===== src/rtl/core/mi3_pkg.sv =====
`timescale 1ns / 1ps
// ----------------------------------------------------------------------------
// mi3_pkg
// shared constants for the 3x3 fixed-point matrix inverse
// ----------------------------------------------------------------------------
package mi3_pkg;
    localparam int ELEM_WIDTH_DEF = 32;
    localparam int FRAC_BITS_DEF  = 16;
    localparam int THR_WIDTH      = 31;
    localparam int NUM_ELEMS      = 9;
    localparam int QUEUE_DEPTH    = 4;
    localparam int QUEUE_AW       = 2;
endpackage


===== src/rtl/core/mi3_queue.sv =====
`timescale 1ns / 1ps
// ----------------------------------------------------------------------------
// mi3_queue
// short fifo between classification and division
// ----------------------------------------------------------------------------
module mi3_queue #(
    parameter int DATA_W = 8
) (
    input  logic              i_clk,
    input  logic              i_rst_n,
    input  logic              i_valid,
    output logic              o_ready,
    input  logic [DATA_W-1:0] i_data,
    output logic              o_valid,
    input  logic              i_ready,
    output logic [DATA_W-1:0] o_data
);
    import mi3_pkg::*;
    logic [DATA_W-1:0]   r_mem [QUEUE_DEPTH];
    logic [QUEUE_AW-1:0] r_wp, r_rp;
    logic [QUEUE_AW:0]   r_cnt;
    logic                w_wr, w_rd;

    assign o_ready = r_cnt != (QUEUE_AW+1)'(QUEUE_DEPTH);
    assign o_valid = r_cnt != '0;
    assign w_wr    = i_valid && o_ready;
    assign w_rd    = o_valid && i_ready;
    assign o_data  = r_mem[r_rp];

    always_ff @(posedge i_clk) begin
        if (!i_rst_n) begin
            r_wp <= '0; r_rp <= '0; r_cnt <= '0;
        end else begin
            if (w_wr) r_wp <= r_wp + 1'b1;
            if (w_rd) r_rp <= r_rp + 1'b1;
            r_cnt <= r_cnt + (QUEUE_AW+1)'(w_wr) - (QUEUE_AW+1)'(w_rd);
        end
    end

    always_ff @(posedge i_clk) begin
        if (w_wr) r_mem[r_wp] <= i_data;
    end
endmodule


===== config.mk =====
export PLATFORM = sky130hd
export DESIGN_NAME = mi3_queue
export DESIGN_NICKNAME = d
export VERILOG_FILES = /design/src/rtl/core/mi3_pkg.sv /design/src/rtl/core/mi3_queue.sv
export SDC_FILE = /design/constraint.sdc
export NUM_CORES = 1
export LEC_CHECK = 0
export ABC_AREA = 0
export BUFFER_PORTS_ARGS = -buffer_cell sky130_fd_sc_hd__buf_2
export CAP_MARGIN = 0
export CORE_ASPECT_RATIO = 2
export CORE_MARGIN = 5
export CORE_UTILIZATION = 35
export CTS_CLUSTER_DIAMETER = 80
export CTS_CLUSTER_SIZE = 14
export DETAILED_ROUTE_END_ITERATION = 6
export SYNTH_ARGS = -nofsm -noshare
export SYNTH_HDL_FRONTEND = slang
export SYNTH_SLANG_ARGS = --single-unit

===== constraint.sdc =====
create_clock -name i_clk -period 2.1 [get_ports i_clk]
set_clock_uncertainty 0.1 [all_clocks]
set_input_delay 0.21 -clock i_clk [delete_from_list [all_inputs] [get_ports i_clk]]
set_output_delay 0.21 -clock i_clk [all_outputs]
set_load 0.02 [all_outputs]

==> run metrics, run 1 <==
number of vias per cell=4.65; synthesized area per cell=18.2 µm²; first-pass GRT wire length=4310 µm; critical path peak fanout=3; Final Cell Area=1990 µm²; routed wire length=2650 µm; port bufs=21; Ports=22; largest net degree at the start of global routing=14; Crit Path Category=register to register; ys flop type=edfxtp_1; post-synthesis mux area share=0.122; Seq pwr share=0.453; H-tree Lvls=2; Die X=58.3 µm; gr usage total=0.0971; setup TNS=-0.0117 ns; clock share of power=0.198; Netlist cell types=18; Final nets=140; asr flop ratio synth=0; status=complete, but fails checks; violated checks=setup timing; Sw Pwr=0.755 mW; clock slew at reported path FFs=0.08 ns; Worst-Skew Late Latency=0.28 ns; Final Util=0.437; placement row count=35; Core Box Area=4550 µm²; Adder-Cell Fraction of Synth Area=0.0581; placed cell count=169; CTS Buffer Depth=2; switching part of the total=0.314; DIE HEIGHT=107 µm; worst hold margin=0.0340 ns; Seq/Total Area, Yosys=0.698; Compound-Gate Fraction of Synth Area=0.0230; Tcrit/Tclk final=1.01; commonest non-fill, non-tap cells in the layout=edfxtp_1, buf_2, mux4_2, and2_1, dfxtp_1; CTS Buf Count=5; PwrDens=1210 nW/µm²; area grow syn2layout=21.7%; Final Max Slew Viols=0; final hold vios=0; critical path required time=2.18 ns; CP peak stage delay=0.36 ns; Routed wire per std cell=14.9 µm; number of flops mapped to enable cells by yosys=32; CTS tree=done; Final Non-Filler Cells=177; Setup-failing EPs final=1; CP startpoint kind=register; DPL Wire Length=2070 µm; initial antenna violation count=0; number of synthesis warnings=0; critical path's slowest cell=dfxtp_4; setup ws final=-0.0117 ns; commonest non-fill, non-tap cell in the layout=edfxtp_1; XOR/XNOR share of the synthesized area=0.0214; crit path DAT=2.19 ns; Area after DPL=1900 µm²; Int Power=1.65 mW; # fillers=427; simple-gate share of the synthesized area=0.0566; critical path, cell by cell=o31a_4 > ha_4 > inv_2 > ha_4 > inv_2 > fa_2 > xnor2_2 > xnor2_1 > and2_1; measured slew at the worst slew-check pin=0.435 ns; HP Class=primary input to register; max cap viols=0; Initial Util=0.359; vias in the first global route=942; relative slew slack=0.710; Gate power share=0.348; Yosys reg bits=41; GPL Wtd Cong=0.746; peak supply drop=0.000792 V; min Tclk post-route=2.11 ns; DRC=0; CP endpoint kind=register; Die Area=6220 µm²; drt pass-1 iters=4; largest family of logic cells by synthesized area=multiplexers; clk root buf=clkbuf_8; CTS Hold Bufs=0; syn_nets=109; leakage power=0.712 nW; Max Freq=474 MHz; Post-Syn Instances=90; DP Worst Slack=-0.0806 ns; RSZ-0062 raised after global routing=true; Design Power=2.41 mW; Routed Antenna Nets=0; Ant. Diodes=0; Post-Synthesis Cell Area=1640 µm²; Remaining Overflow, GRT=0; share of cells above drive strength 1=0.459; Via Count=823; clock sinks=41; DRC violation total after the first TritonRoute iteration=11
worst paths after layout:
path,startpoint,slack [ns],endpoint,cells after the start
worst min register to register,r_wp[0],0.40,r_wp[0],2
worst min-delay path,i_data[0],0.03,r_mem[0][0],1
worst max-delay path,r_cnt[1],-0.01,r_cnt[2],9
worst max register to register,r_cnt[1],-0.01,r_cnt[2],9
sequential cells by signal, summed over array words and instances (netlist names), named ones only:
register / flops
r_mem: 32
r_rp: 2
r_wp: 2
r_cnt: 3
power groups by stage:
stage | clock, mW | sequential (mW) | combinational (mW)
after global placement | 0 | 1.10 | 0.822
after detailed placement | 0 | 1.11 | 0.866
final | 0.477 | 1.09 | 0.838
after floorplan | 0 | 1.10 | 0.596
after global routing | 0.546 | 1.10 | 0.920
after CTS | 0.503 | 1.09 | 0.867
synthesized netlist by cell type, drive strengths merged, types with 2 or more instances:
library cell / n / area share
edfxtp: 32 / 0.59
dfxtp: 9 / 0.11
mux4: 8 / 0.11
and2: 7 / 0.027
ha: 6 / 0.046
inv: 5 / 0.011
nand2: 5 / 0.011
xnor2: 4 / 0.021
nor2b: 3 / 0.011
clkbuf: 2 / 0.0046
mux2i: 2 / 0.012
per-layer routing:
layer / up-vias / track usage / part of all wire
met1: 410 / 0.0891 / 0.33
met5: - / 0 / 0
met2: 17 / 0.184 / 0.61
met3: 4 / 0.0289 / 0.041
li1: 392 / - / -
met4: 0 / 0.0448 / 0.013
what timing repair did:
item	CTS	global route
pin swaps	6	0
gates resized for setup	1	0
endpoints found under the setup margin	1	1
buffers inserted	0	0
critical path: cells and delay by family (launching register included):
kind | cells | cell delay, ns
flip-flops | 1 | 0.36
XOR/XNOR | 2 | 0.28
buffers and inverters | 2 | 0.09
AO/OA/AOI/OAI | 1 | 0.36
AND/OR/NAND/NOR | 1 | 0.14
adder cells (fa/ha/maj) | 3 | 0.68
final cells by class:
type	instances	area (µm²)	share of cell area
clock buffer	5	68.8	0.0346
clock inverter	3	17.5	0.00880
inverter	5	18.8	0.00943
multi-input combinational	41	518	0.260
sequential	41	1150	0.577
tap	55	68.8	0.0346
timing repair buffer	27	150	0.0754
kinds of logic after synthesis:
family                     Yosys count
AOI/OAI and AO/OA                    3
xor gates and xnor gates             4
adders and majority gates            7
buffers and inverters                8
DFF                                 41
muxes                               10
and+or+nand+nor                     17
(Power assumes the default switching activity.)
==> run 2, diff against run 1 <==
Settings changed: MAX_ROUTING_LAYER set to met4.
==> run 2 against run 1 <==
Sequential power hardly changed. Combinational power hardly changed. First-iteration DRC count stayed put. Final cell count stayed put. Non-clock buffer count stayed put. Clock power hardly changed. Flip-flop and latch count stayed put. The run still ends with setup timing left.
==> run metrics, run 2 (synthesized netlist as in run 1, its figures left out) <==
status=complete, but fails checks; violated checks=setup timing; setup ws final=-0.0123 ns; port bufs=21; Routed wire per std cell=14.9 µm; H-tree Lvls=2; clock sinks=41; Biggest register=r_mem; clk root buf=clkbuf_8; vias in the first global route=943; Crit Path Category=register to register; Final Max Slew Viols=0; initial antenna violation count=0; Design Power=2.41 mW; largest net degree at the start of global routing=14; HP Class=primary input to register; Hold EP=r_mem[0][0]; multi-input logic area=518 µm²; # fillers=427; Setup-failing EPs final=1; placement row count=35; leakage power=0.712 nW; hold_sp=i_data[0]; measured slew at the worst slew-check pin=0.435 ns; R2R cell count=9; critical path peak fanout=3; setup TNS=-0.0123 ns; number of vias per cell=4.65; Largest register FFs=32; Via Count=823; GPL Wtd Cong=0.755; commonest non-fill, non-tap cell in the layout=edfxtp_1; CTS Buf Count=5; CP endpoint kind=register; area grow syn2layout=21.7%; crit path DAT=2.19 ns; clock slew at reported path FFs=0.08 ns; PwrDens=1210 nW/µm²; Ports=22; RSZ-0062 raised after global routing=true; critical path required time=2.18 ns; top flop regs=r_mem: 32 flops, r_cnt: 3 flops; DRC violation total after the first TritonRoute iteration=11; share of cells above drive strength 1=0.459; DIE HEIGHT=107 µm; Max Freq=473 MHz; Routed Antenna Nets=0; final hold vios=0; Initial Util=0.359; DPL Wire Length=2070 µm; CTS Hold Bufs=0; first-pass GRT wire length=4310 µm; commonest non-fill, non-tap cells in the layout=edfxtp_1, buf_2, mux4_2, and2_1, dfxtp_1; CTS tree=done; Tcrit/Tclk final=1.01; FF/Latch Area=1150 µm²; Ant. Diodes=0; CP startpoint kind=register; Worst-Skew Late Latency=0.28 ns; Worst Hold Depth=1; DP Worst Slack=-0.0806 ns; DRC=0; drt pass-1 iters=4; Die Area=6220 µm²; RR Endpoint=r_cnt[2]; Final nets=140; max cap viols=0; worst r2r src=r_cnt[1]; routed wire length=2650 µm; min Tclk post-route=2.11 ns; gr usage total=0.0997; relative slew slack=0.710; peak supply drop=0.000792 V; Remaining Overflow, GRT=0; Core Box Area=4550 µm²; Die X=58.3 µm; CTS Buffer Depth=2; R2R setup slack=-0.01 ns
## run 2: cell counts in the layout (fill, tap and decap cells not counted)
Identical to the previous run, type by type.
## run 2: layout make-up
| cell class | count | area share |
|---|---|---|
| Inverter | 5 | 0.00943 |
| Tap cell | 55 | 0.0346 |
| Sequential cell | 41 | 0.577 |
| Timing Repair Buffer | 27 | 0.0754 |
| Clock buffer | 5 | 0.0346 |
| Clock inverter | 3 | 0.00880 |
| Multi-Input combinational cell | 41 | 0.260 |
## run 2: timing repair
item	4_1_cts	5_1_grt
cloned	0	0
buffers inserted	0	0
gates resized for setup	1	0
pin swaps	6	0
endpoints found under the setup margin	1	1
## run 2: where the power goes
part | internal (mW) | switching, mW
logic | 0.413 | 0.426
clock network | 0.229 | 0.249
registers | 1.01 | 0.0808
total | 1.65 | 0.755
## run 2: how the worst max path moves through the flow
| stage | startpoint | to | cells past startpoint |
|---|---|---|---|
| 5_1_grt | r_cnt[1] | r_cnt[2] | 9 |
| 2_1_floorplan | r_cnt[0] | r_cnt[2] | 9 |
| 3_5_place_dp | r_cnt[0] | r_cnt[2] | 9 |
| 3_3_place_gp | r_cnt[0] | r_cnt[2] | 9 |
| 6_report | r_cnt[1] | r_cnt[2] | 9 |
| 4_1_cts | r_cnt[1] | r_cnt[2] | 9 |
## run 2: routing by layer
| layer | share of wire | GRT usage |
|---|---|---|
| met1 | 0.34 | 0.0907 |
| met2 | 0.61 | 0.184 |
| met3 | 0.036 | 0.0265 |
| met4 | 0.013 | 0.0448 |
| met5 | 0 | - |
## run 2: critical path: stages (launching register included)
cell and delay (ns):
dfxtp_4 0.36, o31a_4 0.36, ha_4 0.21, inv_2 0.06, ha_4 0.12, inv_2 0.03
fa_2 0.35, xnor2_2 0.15, xnor2_1 0.13, and2_1 0.14
## run 2: metrics by stage
| step | hold slack (ns) | std cells | utilization | instance area [µm²] |
|---|---|---|---|---|
| after floorplan | 0.209 | 90 | - | 1700 |
| after global placement | 0.320 | 169 | 0.418 | 1900 |
| after detailed placement | 0.325 | 169 | 0.418 | 1900 |
| after CTS | 0.0220 | 177 | 0.437 | 1990 |
| after global routing | 0.0130 | 177 | 0.437 | 1990 |
| final | 0.0340 | 177 | 0.437 | 1990 |
